`config.mk`:
```
export PLATFORM = sky130hd
export DESIGN_NAME = audio_level_structure_classifier
export DESIGN_NICKNAME = d
export VERILOG_FILES = /design/src/rtl/core/alsc_pkg.sv /design/src/rtl/core/alsc_cfg.sv /design/src/rtl/core/alsc_floor.sv /design/src/rtl/core/alsc_thresh.sv /design/src/rtl/core/alsc_debounce.sv /design/src/rtl/core/audio_level_structure_classifier.sv
export SDC_FILE = /design/constraint.sdc
export NUM_CORES = 2
export LEC_CHECK = 0
export BUFFER_PORTS_ARGS = -buffer_cell sky130_fd_sc_hd__buf_2
export CAP_MARGIN = 10
export CORE_ASPECT_RATIO = 0.9
export CORE_UTILIZATION = 45
export DETAILED_ROUTE_END_ITERATION = 10
export PLACE_DENSITY = 0.65
export SYNTH_ARGS = -nofsm -noshare
export SYNTH_HDL_FRONTEND = slang
export SYNTH_SLANG_ARGS = --single-unit
```
`constraint.sdc`:
```
create_clock -name clk -period 11.56 [get_ports clk]
set_input_delay 1.156 -clock clk [delete_from_list [all_inputs] [get_ports clk]]
set_output_delay 1.156 -clock clk [all_outputs]
set_load 0.01 [all_outputs]
```
`src/rtl/core/alsc_pkg.sv`:
```
// Shared types, codes and reset values for the audio level structure classifier.
package alsc_pkg;

  localparam logic [1:0] CLASS_SILENT = 2'd0;
  localparam logic [1:0] CLASS_SOFT   = 2'd1;
  localparam logic [1:0] CLASS_LOUD   = 2'd2;

  localparam logic [2:0] REG_SILENT_FLOOR_MIN      = 3'd0;
  localparam logic [2:0] REG_SILENT_FLOOR_CEILING  = 3'd1;
  localparam logic [2:0] REG_LOUD_LEVEL_MAX        = 3'd2;
  localparam logic [2:0] REG_LOUD_LEVEL_MIN        = 3'd3;
  localparam logic [2:0] REG_SUB_BASS_LOUD_FLOOR   = 3'd4;
  localparam logic [2:0] REG_SUB_BASS_SOFT_CEILING = 3'd5;
  localparam logic [2:0] REG_RATIO_FACTORS         = 3'd6;
  localparam logic [2:0] REG_HOLD_TIMES            = 3'd7;

  localparam logic [15:0] RST_SILENT_FLOOR_MIN      = 16'd66;
  localparam logic [15:0] RST_SILENT_FLOOR_CEILING  = 16'd1311;
  localparam logic [15:0] RST_LOUD_LEVEL_MAX        = 16'd16384;
  localparam logic [15:0] RST_LOUD_LEVEL_MIN        = 16'd3277;
  localparam logic [15:0] RST_SUB_BASS_LOUD_FLOOR   = 16'd39322;
  localparam logic [15:0] RST_SUB_BASS_SOFT_CEILING = 16'd19661;
  localparam logic [63:0] RST_RATIO_FACTORS         = 64'd184374905851944960;
  localparam logic [59:0] RST_HOLD_TIMES            = 60'd19426516194564645;

  localparam int SAMPLES_BITS = 13;
  localparam int MAX_BLOCK    = 4096;
  localparam int HOLD_BITS    = 18;

  typedef struct packed {
    logic [15:0] silent_floor_min;
    logic [15:0] silent_floor_ceiling;
    logic [15:0] loud_level_max;
    logic [15:0] loud_level_min;
    logic [15:0] sub_bass_loud_floor;
    logic [15:0] sub_bass_soft_ceiling;
    logic [63:0] ratio_factors;
    logic [59:0] hold_times;
  } cfg_t;

  // Hold time in samples for a transition; holds are stored in 64-sample units.
  function automatic logic [HOLD_BITS-1:0] hold_for(input logic [59:0] holds,
                                                     input logic [1:0] from_class,
                                                     input logic [1:0] to_class);
    logic [11:0] field;
    field = 12'd0;
    if (from_class == to_class) begin
      field = 12'd0;
    end else if (from_class == CLASS_SILENT) begin
      field = holds[11:0];
    end else if (from_class == CLASS_SOFT) begin
      field = (to_class == CLASS_SILENT) ? holds[23:12] : holds[35:24];
    end else begin
      field = (to_class == CLASS_SILENT) ? holds[47:36] : holds[59:48];
    end
    return {field, 6'b000000};
  endfunction

endpackage

```
`src/rtl/core/alsc_cfg.sv`:
```
// Configuration register file written through the plain write port.
module alsc_cfg (
  input  logic               clk,
  input  logic               rst,
  input  logic               wr_en,
  input  logic [2:0]         wr_index,
  input  logic [63:0]        wr_data,
  output alsc_pkg::cfg_t     cfg
);

  always_ff @(posedge clk) begin
    if (rst) begin
      cfg.silent_floor_min      <= alsc_pkg::RST_SILENT_FLOOR_MIN;
      cfg.silent_floor_ceiling  <= alsc_pkg::RST_SILENT_FLOOR_CEILING;
      cfg.loud_level_max        <= alsc_pkg::RST_LOUD_LEVEL_MAX;
      cfg.loud_level_min        <= alsc_pkg::RST_LOUD_LEVEL_MIN;
      cfg.sub_bass_loud_floor   <= alsc_pkg::RST_SUB_BASS_LOUD_FLOOR;
      cfg.sub_bass_soft_ceiling <= alsc_pkg::RST_SUB_BASS_SOFT_CEILING;
      cfg.ratio_factors         <= alsc_pkg::RST_RATIO_FACTORS;
      cfg.hold_times            <= alsc_pkg::RST_HOLD_TIMES;
    end else if (wr_en) begin
      case (wr_index)
        alsc_pkg::REG_SILENT_FLOOR_MIN:      cfg.silent_floor_min      <= wr_data[15:0];
        alsc_pkg::REG_SILENT_FLOOR_CEILING:  cfg.silent_floor_ceiling  <= wr_data[15:0];
        alsc_pkg::REG_LOUD_LEVEL_MAX:        cfg.loud_level_max        <= wr_data[15:0];
        alsc_pkg::REG_LOUD_LEVEL_MIN:        cfg.loud_level_min        <= wr_data[15:0];
        alsc_pkg::REG_SUB_BASS_LOUD_FLOOR:   cfg.sub_bass_loud_floor   <= wr_data[15:0];
        alsc_pkg::REG_SUB_BASS_SOFT_CEILING: cfg.sub_bass_soft_ceiling <= wr_data[15:0];
        alsc_pkg::REG_RATIO_FACTORS:         cfg.ratio_factors         <= wr_data;
        alsc_pkg::REG_HOLD_TIMES:            cfg.hold_times            <= wr_data[59:0];
        default: begin
        end
      endcase
    end
  end

endmodule

```
`src/rtl/core/alsc_floor.sv`:
```
// Adaptive noise floor stage: snaps down at once, creeps up while quiet.
module alsc_floor #(
  parameter int LEVEL_BITS = 16
) (
  input  logic                                 clk,
  input  logic                                 rst,
  input  alsc_pkg::cfg_t                       cfg,
  input  logic                                 in_valid,
  output logic                                 in_ready,
  input  logic [LEVEL_BITS-1:0]                in_rms,
  input  logic [LEVEL_BITS-1:0]                in_peak,
  input  logic [15:0]                          in_share,
  input  logic                                 in_ringing,
  input  logic [alsc_pkg::SAMPLES_BITS-1:0]    in_samples,
  output logic                                 out_valid,
  input  logic                                 out_ready,
  output logic [LEVEL_BITS-1:0]                out_rms,
  output logic [LEVEL_BITS-1:0]                out_peak,
  output logic [15:0]                          out_share,
  output logic                                 out_ringing,
  output logic [alsc_pkg::SAMPLES_BITS-1:0]    out_samples,
  output logic [LEVEL_BITS-1:0]                out_floor
);

  localparam int CW  = (LEVEL_BITS > 16) ? LEVEL_BITS : 16;
  localparam int PRW = LEVEL_BITS + 16;

  logic [LEVEL_BITS-1:0] noise_floor;
  logic [LEVEL_BITS-1:0] noise_floor_next;
  logic [LEVEL_BITS-1:0] diff;
  logic [PRW-1:0]        creep_prod;
  logic                  quiet;

  assign in_ready   = !out_valid || out_ready;
  assign diff       = in_rms - noise_floor;
  assign creep_prod = PRW'(cfg.ratio_factors[63:48]) * PRW'(diff);
  assign quiet      = (CW'(in_rms) < CW'(cfg.silent_floor_ceiling)) && !in_ringing;

  always_comb begin
    if (in_rms < noise_floor) begin
      noise_floor_next = in_rms;
    end else if (quiet) begin
      noise_floor_next = noise_floor + creep_prod[PRW-1:16];
    end else begin
      noise_floor_next = noise_floor;
    end
  end

  always_ff @(posedge clk) begin
    if (rst) begin
      out_valid   <= 1'b0;
      noise_floor <= '1;
    end else if (in_ready) begin
      out_valid <= in_valid;
      if (in_valid) begin
        noise_floor <= noise_floor_next;
      end
    end
  end

  always_ff @(posedge clk) begin
    if (in_ready && in_valid) begin
      out_rms     <= in_rms;
      out_peak    <= in_peak;
      out_share   <= in_share;
      out_ringing <= in_ringing;
      out_samples <= in_samples;
      out_floor   <= noise_floor_next;
    end
  end

endmodule

```
`src/rtl/core/alsc_thresh.sv`:
```
// Threshold stage: silent and loud thresholds from the noise floor and the peak.
module alsc_thresh #(
  parameter int LEVEL_BITS = 16
) (
  input  logic                                 clk,
  input  logic                                 rst,
  input  alsc_pkg::cfg_t                       cfg,
  input  logic                                 in_valid,
  output logic                                 in_ready,
  input  logic [LEVEL_BITS-1:0]                in_rms,
  input  logic [LEVEL_BITS-1:0]                in_peak,
  input  logic [15:0]                          in_share,
  input  logic                                 in_ringing,
  input  logic [alsc_pkg::SAMPLES_BITS-1:0]    in_samples,
  input  logic [LEVEL_BITS-1:0]                in_floor,
  output logic                                 out_valid,
  input  logic                                 out_ready,
  output logic [LEVEL_BITS-1:0]                out_rms,
  output logic [15:0]                          out_share,
  output logic                                 out_ringing,
  output logic [alsc_pkg::SAMPLES_BITS-1:0]    out_samples,
  output logic [((LEVEL_BITS + 4 > 16) ? LEVEL_BITS + 4 : 16)-1:0] out_silent_thr,
  output logic [15:0]                          out_loud_thr
);

  localparam int PRW = LEVEL_BITS + 16;
  localparam int PW  = (LEVEL_BITS + 4 > 16) ? LEVEL_BITS + 4 : 16;

  logic [PRW-1:0] margin_prod;
  logic [PRW-1:0] silent_peak_prod;
  logic [PRW-1:0] loud_peak_prod;
  logic [PW-1:0]  margin_lvl;
  logic [PW-1:0]  silent_peak_lvl;
  logic [PW-1:0]  loud_peak_lvl;
  logic [PW-1:0]  capped;
  logic [PW-1:0]  silent_lo;
  logic [PW-1:0]  silent_thr;
  logic [PW-1:0]  loud_lo;
  logic [PW-1:0]  loud_capped;
  logic [15:0]    loud_thr;

  assign in_ready = !out_valid || out_ready;

  assign margin_prod      = PRW'(in_floor) * PRW'(cfg.ratio_factors[15:0]);
  assign silent_peak_prod = PRW'(in_peak) * PRW'(cfg.ratio_factors[31:16]);
  assign loud_peak_prod   = PRW'(in_peak) * PRW'(cfg.ratio_factors[47:32]);

  assign margin_lvl      = PW'(margin_prod[PRW-1:12]);
  assign silent_peak_lvl = PW'(silent_peak_prod[PRW-1:12]);
  assign loud_peak_lvl   = PW'(loud_peak_prod[PRW-1:12]);

  always_comb begin
    capped = (margin_lvl < PW'(cfg.silent_floor_ceiling)) ?
             margin_lvl : PW'(cfg.silent_floor_ceiling);
    silent_lo = (PW'(cfg.silent_floor_min) > capped) ? PW'(cfg.silent_floor_min) : capped;
    silent_thr = (silent_peak_lvl > silent_lo) ? silent_peak_lvl : silent_lo;
    loud_lo = (PW'(cfg.loud_level_min) > loud_peak_lvl) ?
              PW'(cfg.loud_level_min) : loud_peak_lvl;
    loud_capped = (PW'(cfg.loud_level_max) < loud_lo) ? PW'(cfg.loud_level_max) : loud_lo;
    if (in_peak != '0) begin
      loud_thr = loud_capped[15:0];
    end else begin
      loud_thr = cfg.loud_level_max;
    end
  end

  always_ff @(posedge clk) begin
    if (rst) begin
      out_valid <= 1'b0;
    end else if (in_ready) begin
      out_valid <= in_valid;
    end
  end

  always_ff @(posedge clk) begin
    if (in_ready && in_valid) begin
      out_rms        <= in_rms;
      out_share      <= in_share;
      out_ringing    <= in_ringing;
      out_samples    <= in_samples;
      out_silent_thr <= silent_thr;
      out_loud_thr   <= loud_thr;
    end
  end

endmodule

```
`src/rtl/core/alsc_debounce.sv`:
```
// Class decision and debounce stage with the result register.
module alsc_debounce #(
  parameter int LEVEL_BITS   = 16,
  parameter int PENDING_BITS = 20
) (
  input  logic                                 clk,
  input  logic                                 rst,
  input  alsc_pkg::cfg_t                       cfg,
  input  logic                                 in_valid,
  output logic                                 in_ready,
  input  logic [LEVEL_BITS-1:0]                in_rms,
  input  logic [15:0]                          in_share,
  input  logic                                 in_ringing,
  input  logic [alsc_pkg::SAMPLES_BITS-1:0]    in_samples,
  input  logic [((LEVEL_BITS + 4 > 16) ? LEVEL_BITS + 4 : 16)-1:0] in_silent_thr,
  input  logic [15:0]                          in_loud_thr,
  output logic                                 out_valid,
  input  logic                                 out_ready,
  output logic [1:0]                           out_class,
  output logic                                 out_changed
);

  localparam int PW = (LEVEL_BITS + 4 > 16) ? LEVEL_BITS + 4 : 16;
  localparam int CW = (LEVEL_BITS > 16) ? LEVEL_BITS : 16;
  localparam int SW = ((PENDING_BITS > alsc_pkg::SAMPLES_BITS) ?
                       PENDING_BITS : alsc_pkg::SAMPLES_BITS) + 1;
  localparam int HW = (PENDING_BITS > alsc_pkg::HOLD_BITS) ?
                      PENDING_BITS : alsc_pkg::HOLD_BITS;

  logic [1:0]              current_class;
  logic [1:0]              current_class_next;
  logic [1:0]              pending_class;
  logic [1:0]              pending_class_next;
  logic [PENDING_BITS-1:0] pending_samples;
  logic [PENDING_BITS-1:0] pending_samples_next;
  logic                    changed_next;
  logic [1:0]              desired;
  logic                    over_block;
  logic [alsc_pkg::SAMPLES_BITS-1:0] samples_c;
  logic [PENDING_BITS-1:0] base;
  logic [SW-1:0]           sum;
  logic [PENDING_BITS-1:0] sum_sat;
  logic [alsc_pkg::HOLD_BITS-1:0] hold;

  assign in_ready   = !out_valid || out_ready;
  assign over_block = {19'd0, in_samples} > 32'(alsc_pkg::MAX_BLOCK);
  assign samples_c  = over_block ? alsc_pkg::SAMPLES_BITS'(alsc_pkg::MAX_BLOCK) : in_samples;

  always_comb begin
    if ((PW'(in_rms) < in_silent_thr) && !in_ringing) begin
      desired = alsc_pkg::CLASS_SILENT;
    end else if (in_share >= cfg.sub_bass_loud_floor) begin
      desired = alsc_pkg::CLASS_LOUD;
    end else if ((in_share <= cfg.sub_bass_soft_ceiling) &&
                 (CW'(in_rms) < CW'(in_loud_thr))) begin
      desired = alsc_pkg::CLASS_SOFT;
    end else if (CW'(in_rms) >= CW'(in_loud_thr)) begin
      desired = alsc_pkg::CLASS_LOUD;
    end else begin
      desired = alsc_pkg::CLASS_SOFT;
    end
  end

  assign base    = (desired != pending_class) ? '0 : pending_samples;
  assign sum     = SW'(base) + SW'(samples_c);
  assign sum_sat = (sum > SW'({PENDING_BITS{1'b1}})) ? '1 : sum[PENDING_BITS-1:0];
  assign hold    = alsc_pkg::hold_for(cfg.hold_times, current_class, desired);

  always_comb begin
    current_class_next   = current_class;
    pending_class_next   = desired;
    pending_samples_next = sum_sat;
    changed_next         = 1'b0;
    if (desired == current_class) begin
      pending_class_next   = current_class;
      pending_samples_next = '0;
    end else if (HW'(sum_sat) >= HW'(hold)) begin
      current_class_next   = desired;
      pending_samples_next = '0;
      changed_next         = 1'b1;
    end
  end

  always_ff @(posedge clk) begin
    if (rst) begin
      out_valid       <= 1'b0;
      current_class   <= alsc_pkg::CLASS_SILENT;
      pending_class   <= alsc_pkg::CLASS_SILENT;
      pending_samples <= '0;
    end else if (in_ready) begin
      out_valid <= in_valid;
      if (in_valid) begin
        current_class   <= current_class_next;
        pending_class   <= pending_class_next;
        pending_samples <= pending_samples_next;
      end
    end
  end

  always_ff @(posedge clk) begin
    if (in_ready && in_valid) begin
      out_class   <= current_class_next;
      out_changed <= changed_next;
    end
  end

endmodule

```
`src/rtl/core/audio_level_structure_classifier.sv`:
```
// Top level of the audio level structure classifier.
// The result reaches m_tvalid through the input register, then the noise floor stage,
// threshold stage, debounce and result register. Throughput: one item per cycle unless
// m_tready stalls the output; every stage has its own register and takes a new
// item whenever the stage after it is empty or moving. Synchronous reset clears all
// valid flags, sets the noise floor to full scale and the class state to silent.
module audio_level_structure_classifier #(
  parameter int LEVEL_BITS   = 16,
  parameter int PENDING_BITS = 20
) (
  input  logic        clk,
  input  logic        rst,
  input  logic        wr_en,
  input  logic [2:0]  wr_index,
  input  logic [63:0] wr_data,
  input  logic        s_tvalid,
  output logic        s_tready,
  // rms_level, peak_level, sub_bass_share, block_samples, zero fill
  input  logic [((2 * LEVEL_BITS + 16 + alsc_pkg::SAMPLES_BITS + 7) / 8) * 8 - 1:0] s_tdata,
  // note_ringing
  input  logic        s_tuser,
  output logic        m_tvalid,
  input  logic        m_tready,
  // structure_class, zero fill
  output logic [7:0]  m_tdata,
  // class_changed
  output logic        m_tuser
);

  localparam int PW = (LEVEL_BITS + 4 > 16) ? LEVEL_BITS + 4 : 16;
  localparam int SB = alsc_pkg::SAMPLES_BITS;

  alsc_pkg::cfg_t cfg;

  logic                  v0;
  logic                  rdy0;
  logic [LEVEL_BITS-1:0] rms0;
  logic [LEVEL_BITS-1:0] peak0;
  logic [15:0]           share0;
  logic                  ring0;
  logic [SB-1:0]         smp0;

  logic                  fl_ready;
  logic                  v1;
  logic                  rdy1;
  logic [LEVEL_BITS-1:0] rms1;
  logic [LEVEL_BITS-1:0] peak1;
  logic [15:0]           share1;
  logic                  ring1;
  logic [SB-1:0]         smp1;
  logic [LEVEL_BITS-1:0] floor1;

  logic                  v2;
  logic                  rdy2;
  logic [LEVEL_BITS-1:0] rms2;
  logic [15:0]           share2;
  logic                  ring2;
  logic [SB-1:0]         smp2;
  logic [PW-1:0]         silent2;
  logic [15:0]           loud2;

  logic [1:0]            out_class;

  assign rdy0     = !v0 || fl_ready;
  assign s_tready = rdy0;

  always_ff @(posedge clk) begin
    if (rst) begin
      v0 <= 1'b0;
    end else if (rdy0) begin
      v0 <= s_tvalid;
    end
  end

  always_ff @(posedge clk) begin
    if (rdy0 && s_tvalid) begin
      rms0   <= s_tdata[LEVEL_BITS-1:0];
      peak0  <= s_tdata[2*LEVEL_BITS-1:LEVEL_BITS];
      share0 <= s_tdata[2*LEVEL_BITS+15:2*LEVEL_BITS];
      smp0   <= s_tdata[2*LEVEL_BITS+16+SB-1:2*LEVEL_BITS+16];
      ring0  <= s_tuser;
    end
  end

  alsc_cfg u_cfg (
    .clk      (clk),
    .rst      (rst),
    .wr_en    (wr_en),
    .wr_index (wr_index),
    .wr_data  (wr_data),
    .cfg      (cfg)
  );

  alsc_floor #(
    .LEVEL_BITS (LEVEL_BITS)
  ) u_floor (
    .clk         (clk),
    .rst         (rst),
    .cfg         (cfg),
    .in_valid    (v0),
    .in_ready    (fl_ready),
    .in_rms      (rms0),
    .in_peak     (peak0),
    .in_share    (share0),
    .in_ringing  (ring0),
    .in_samples  (smp0),
    .out_valid   (v1),
    .out_ready   (rdy1),
    .out_rms     (rms1),
    .out_peak    (peak1),
    .out_share   (share1),
    .out_ringing (ring1),
    .out_samples (smp1),
    .out_floor   (floor1)
  );

  alsc_thresh #(
    .LEVEL_BITS (LEVEL_BITS)
  ) u_thresh (
    .clk            (clk),
    .rst            (rst),
    .cfg            (cfg),
    .in_valid       (v1),
    .in_ready       (rdy1),
    .in_rms         (rms1),
    .in_peak        (peak1),
    .in_share       (share1),
    .in_ringing     (ring1),
    .in_samples     (smp1),
    .in_floor       (floor1),
    .out_valid      (v2),
    .out_ready      (rdy2),
    .out_rms        (rms2),
    .out_share      (share2),
    .out_ringing    (ring2),
    .out_samples    (smp2),
    .out_silent_thr (silent2),
    .out_loud_thr   (loud2)
  );

  alsc_debounce #(
    .LEVEL_BITS   (LEVEL_BITS),
    .PENDING_BITS (PENDING_BITS)
  ) u_debounce (
    .clk           (clk),
    .rst           (rst),
    .cfg           (cfg),
    .in_valid      (v2),
    .in_ready      (rdy2),
    .in_rms        (rms2),
    .in_share      (share2),
    .in_ringing    (ring2),
    .in_samples    (smp2),
    .in_silent_thr (silent2),
    .in_loud_thr   (loud2),
    .out_valid     (m_tvalid),
    .out_ready     (m_tready),
    .out_class     (out_class),
    .out_changed   (m_tuser)
  );

  assign m_tdata = {6'b000000, out_class};

endmodule

```
==> run_summary.xml <==
<?xml version="1.0" encoding="UTF-8"?>
<metrics>
  <group name="min_path">
    <metric name="holdCritPathClass" unit="">register to register</metric>
    <metric name="min_path_cells" unit="">0</metric>
  </group>
  <group name="clocking">
    <metric name="ctsRootBufferMaster" unit="">sky130_fd_sc_hd__clkbuf_16</metric>
    <metric name="clock_tree.buffer_depth" unit="">3</metric>
    <metric name="cts_max_level" unit="">2</metric>
    <metric name="clkSlewWorstSetupHoldPaths" unit="ns">0.07</metric>
    <metric name="cts_inserted_buffers" unit="">58</metric>
    <metric name="tritoncts_num_sinks" unit="">489</metric>
    <metric name="clkLatencyLatePin" unit="ns">0.69</metric>
    <metric name="tritoncts" unit="">done</metric>
  </group>
  <group name="power">
    <metric name="total_power_density_per_cell_area" unit="nW/um2">195</metric>
    <metric name="tot_pwr" unit="uW">12600</metric>
    <metric name="pleak" unit="uW">0.0306</metric>
    <metric name="power.ir.vdd_worst" unit="uV">459</metric>
  </group>
  <group name="logic_synthesis">
    <metric name="post_synth_edffs" unit="">225</metric>
    <metric name="syn-instance-count" unit="">6389</metric>
    <metric name="netlist-cell-type-count" unit="">80</metric>
    <metric name="synth-async-reset-ratio" unit="%">0</metric>
    <metric name="yosys.area.top_type_share" unit="%">27.0</metric>
    <metric name="synth.cell_area" unit="um2">57600</metric>
    <metric name="avgSynthCellArea" unit="um2">9.01</metric>
    <metric name="synthDominantAreaCellType" unit="">sky130_fd_sc_hd__fa_1</metric>
    <metric name="register_area_share_after_synthesis" unit="%">20.9</metric>
    <metric name="synth_top_cells_by_area" unit="">sky130_fd_sc_hd__fa_1 (27%), sky130_fd_sc_hd__ha_1 (13%), sky130_fd_sc_hd__edfxtp_1 (12%)</metric>
    <metric name="dominantRegCellSynth" unit="">sky130_fd_sc_hd__dfxtp_1</metric>
    <metric name="flops_latches_synth" unit="">489</metric>
    <metric name="synth.yosys.warnings" unit="">0</metric>
  </group>
  <group name="critical_path">
    <metric name="critPathMaxFanout" unit="">7</metric>
    <metric name="worst_ep_arrival_time" unit="ns">12.22</metric>
    <metric name="critical_path.slowest_cell" unit="">sky130_fd_sc_hd__fa_1</metric>
    <metric name="worst_setup_path_start_kind" unit="">register</metric>
    <metric name="crit_top_cell" unit="">sky130_fd_sc_hd__fa_1</metric>
    <metric name="reg2reg_depth" unit="">55</metric>
    <metric name="worst-setup-path-type" unit="">register to register</metric>
    <metric name="worst_path_largest_cell_delay" unit="ns">0.54</metric>
    <metric name="timing.critical_path.to_type" unit="">register</metric>
    <metric name="required_time_of_the_critical_path" unit="ns">11.95</metric>
  </group>
  <group name="detailed_routing">
    <metric name="detail-route-antenna-nets" unit="">0</metric>
    <metric name="wire_per_inst" unit="um">19.1</metric>
    <metric name="dr.pass1.iters" unit="">6</metric>
    <metric name="num_vias" unit="">44879</metric>
    <metric name="drtIter0Drc" unit="">3327</metric>
    <metric name="detail_route.drc_violations" unit="">0</metric>
    <metric name="routed_wl" unit="um">159000</metric>
    <metric name="via_per_inst" unit="">5.37</metric>
  </group>
  <group name="final_layout">
    <metric name="n_fill_cell" unit="">11868</metric>
    <metric name="layout-drive-gt1-share" unit="%">11.2</metric>
    <metric name="finish.net_count" unit="">8129</metric>
    <metric name="multi_input_area" unit="um2">40900</metric>
    <metric name="utilization" unit="%">50.9</metric>
    <metric name="area_delta_synth_final" unit="%">12.2</metric>
    <metric name="register_area" unit="um2">12000</metric>
  </group>
  <group name="floorplan">
    <metric name="placeableCoreArea" unit="um2">127000</metric>
    <metric name="io-pin-count" unit="">148</metric>
    <metric name="die_area" unit="um2">129000</metric>
    <metric name="die_w" unit="um">379</metric>
    <metric name="row_count" unit="">124</metric>
    <metric name="initial_core_util" unit="%">45.4</metric>
    <metric name="die_h" unit="um">341</metric>
  </group>
  <group name="status">
    <metric name="failed_checks" unit="">negative setup slack</metric>
    <metric name="run_status" unit="">finished with violations</metric>
  </group>
  <group name="placed_design">
    <metric name="routabilityCongestion" unit="">0.885</metric>
    <metric name="io_buffer_count" unit="">138</metric>
    <metric name="detailedPlace.worstSlack" unit="ns">-0.556</metric>
    <metric name="post-dp-hpwl" unit="um">122000</metric>
  </group>
  <group name="timing">
    <metric name="count_of_final_hold_check_violations" unit="">0</metric>
    <metric name="fmax" unit="GHz">0.0845</metric>
    <metric name="timing_worst_slew_pin_value" unit="ns">1.22</metric>
    <metric name="post-route-period-util" unit="%">102</metric>
    <metric name="tns" unit="ns">-2.82</metric>
    <metric name="finalSetupViolations" unit="">20</metric>
    <metric name="maxSlewHeadroom" unit="%">18.2</metric>
    <metric name="min_period" unit="ns">11.83</metric>
    <metric name="timing.clock.skew" unit="ns">0.0646</metric>
    <metric name="drv_slew" unit="">0</metric>
    <metric name="smallest_setup_slack_after_layout" unit="ns">-0.271</metric>
    <metric name="rsz0062_at_grt" unit="">true</metric>
  </group>
  <group name="global_route">
    <metric name="grt_max_degree" unit="">141</metric>
    <metric name="globalRouteOverflowTotal" unit="">0</metric>
    <metric name="antenna_found_initial" unit="">9</metric>
    <metric name="global_route_wire_length_before_repair" unit="um">254000</metric>
    <metric name="grt.total_usage" unit="%">25.0</metric>
    <metric name="number_of_global_route_vias_before_repair" unit="">45785</metric>
  </group>
  <group name="run">
    <metric name="max_cap_viol_count" unit="">0</metric>
  </group>
</metrics>
[critical path, delay by kind of cell, from the launching register on]
family	cells	cell delay, ns
adder cells (fa/ha/maj)	10	4.01
buffers and inverters	11	1.24
AND/OR/NAND/NOR	15	2.38
AO/OA/AOI/OAI	18	3.23
XOR/XNOR	1	0.18
flip-flops	1	0.51
[cell type report]
cell class / count / area share (%)
Timing Repair Buffer: 469 / 5.12
Clock inverter: 40 / 0.819
Inverter: 1081 / 6.28
Multi-Input combinational cell: 4499 / 63.4
Tap cell: 1701 / 3.29
Antenna cell: 3 / 0.0116
Sequential cell: 489 / 18.7
Clock buffer: 70 / 2.46
[placed cells by master (no fill, tap or decap), types with 92 or more instances in the layout]
master	n
sky130_fd_sc_hd__a21oi_1	314
sky130_fd_sc_hd__and2_1	371
sky130_fd_sc_hd__nand2_1	1143
sky130_fd_sc_hd__o21ai_0	92
sky130_fd_sc_hd__a21o_1	95
sky130_fd_sc_hd__edfxtp_1	225
sky130_fd_sc_hd__fa_1	769
sky130_fd_sc_hd__buf_2	138
sky130_fd_sc_hd__dfxtp_1	258
sky130_fd_sc_hd__inv_1	1074
sky130_fd_sc_hd__ha_1	603
sky130_fd_sc_hd__nor2_1	159
sky130_fd_sc_hd__buf_4	308
[through the flow]
stage	hold slack, ns	instance area [um2]	instances
2_1_floorplan	0.400	57700	6397
3_3_place_gp	0.403	61500	8198
3_5_place_dp	0.405	61500	8198
4_1_cts	0.416	64200	8337
5_1_grt	0.421	64600	8350
6_report	0.417	64600	8352
[worst paths after layout]
| check | from | end | slack, ns |
|---|---|---|---|
| setup / recovery | u_floor.out_floor[7] | u_thresh.out_silent_thr[0] | -0.27 |
| hold / removal | u_floor.out_rms[6] | u_thresh.out_rms[6] | 0.42 |
| setup reg to reg | u_floor.out_floor[7] | u_thresh.out_silent_thr[0] | -0.27 |
| hold reg to reg | u_floor.out_rms[6] | u_thresh.out_rms[6] | 0.42 |
[repair_timing]
action | 4_1_cts | 5_1_grt
resized for setup | 80 | 74
setup endpoints to repair | 20 | 44
pin swaps | 70 | 57
gates cloned | 2 | 0
hold buffers | 0 | 0
buffers inserted | 28 | 11
[synthesized netlist by cell type, types with 6 or more instances]
cell	count
sky130_fd_sc_hd__nand4_1	39
sky130_fd_sc_hd__a221oi_1	7
sky130_fd_sc_hd__a21oi_1	328
sky130_fd_sc_hd__nor2b_1	71
sky130_fd_sc_hd__and4_1	14
sky130_fd_sc_hd__or3_1	6
sky130_fd_sc_hd__nand2_1	1151
sky130_fd_sc_hd__a32o_1	13
sky130_fd_sc_hd__a31oi_1	18
sky130_fd_sc_hd__a211oi_1	15
sky130_fd_sc_hd__nand2b_1	30
sky130_fd_sc_hd__buf_4	7
sky130_fd_sc_hd__mux2i_1	72
sky130_fd_sc_hd__a21boi_0	10
sky130_fd_sc_hd__xor2_1	26
sky130_fd_sc_hd__nor3_1	36
sky130_fd_sc_hd__o211ai_1	33
sky130_fd_sc_hd__ha_1	619
sky130_fd_sc_hd__mux2_2	21
sky130_fd_sc_hd__inv_1	1080
sky130_fd_sc_hd__buf_1	6
sky130_fd_sc_hd__edfxtp_1	225
sky130_fd_sc_hd__and3_1	28
sky130_fd_sc_hd__o22ai_1	7
sky130_fd_sc_hd__o21ai_0	101
sky130_fd_sc_hd__dfxtp_1	264
sky130_fd_sc_hd__nor2_1	163
sky130_fd_sc_hd__nand3_1	72
sky130_fd_sc_hd__or2_2	19
sky130_fd_sc_hd__a21o_1	95
sky130_fd_sc_hd__a211o_1	42
sky130_fd_sc_hd__and2_1	379
sky130_fd_sc_hd__clkbuf_1	294
sky130_fd_sc_hd__clkbuf_2	16
sky130_fd_sc_hd__a311oi_1	6
sky130_fd_sc_hd__xnor2_1	73
sky130_fd_sc_hd__nor3b_1	8
sky130_fd_sc_hd__a2111oi_0	6
sky130_fd_sc_hd__nor4_1	11
sky130_fd_sc_hd__o21bai_1	13
sky130_fd_sc_hd__o21a_1	31
sky130_fd_sc_hd__fa_1	775
sky130_fd_sc_hd__o31ai_1	17
sky130_fd_sc_hd__o311a_1	14
sky130_fd_sc_hd__nand3b_1	43
[sequential cells by signal (all words and copies together), names as in the netlist, 2 cells and up]
| signal | flops |
|---|---|
| u_thresh.out_share | 16 |
| u_debounce.current_class | 2 |
| u_floor.out_share | 16 |
| u_floor.out_samples | 13 |
| u_floor.noise_floor | 16 |
| u_thresh.out_loud_thr | 16 |
| u_debounce.out_class | 2 |
| u_thresh.out_samples | 13 |
| smp0 | 13 |
| u_floor.out_rms | 16 |
| u_floor.out_floor | 16 |
| peak0 | 16 |
| rms0 | 16 |
| u_cfg.cfg | 220 |
| share0 | 16 |
| u_debounce.pending_class | 2 |
| u_thresh.out_silent_thr | 20 |
| u_thresh.out_rms | 16 |
| u_floor.out_peak | 16 |
| u_debounce.pending_samples | 20 |
[report_power, final]
part	internal (uW)	total, uW	switching [uW]
sequential	1890	1960	73.9
combinational	3880	8550	4680
clock	1220	2050	836
[per-layer routing]
metal / part of all wire [%] / global-route usage, % / up-vias
li1: - / - / 20745
met1: 43 / 34.5 / 22450
met2: 46 / 40.1 / 1421
met3: 7.6 / 4.11 / 253
met4: 3.1 / 7.29 / 10
met5: 0.036 / 0 / -
[cells by family (layout without fill, tap and decap cells)]
kind of cell / after synthesis / after routing / share of synthesized area (%)
AOI/OAI and AO/OA: 820 / 820 / 9.31
xor gates and xnor gates: 99 / 99 / 1.51
DFF: 489 / 489 / 20.9
muxes: 93 / 93 / 1.66
buffers and inverters: 1409 / 1660 / 9.28
and+or+nand+nor: 2083 / 2083 / 16.9
other: 2 / 13 / 0.0130
adders and majority gates: 1394 / 1394 / 40.4
Note: power is estimated with default switching activity, not from simulation.
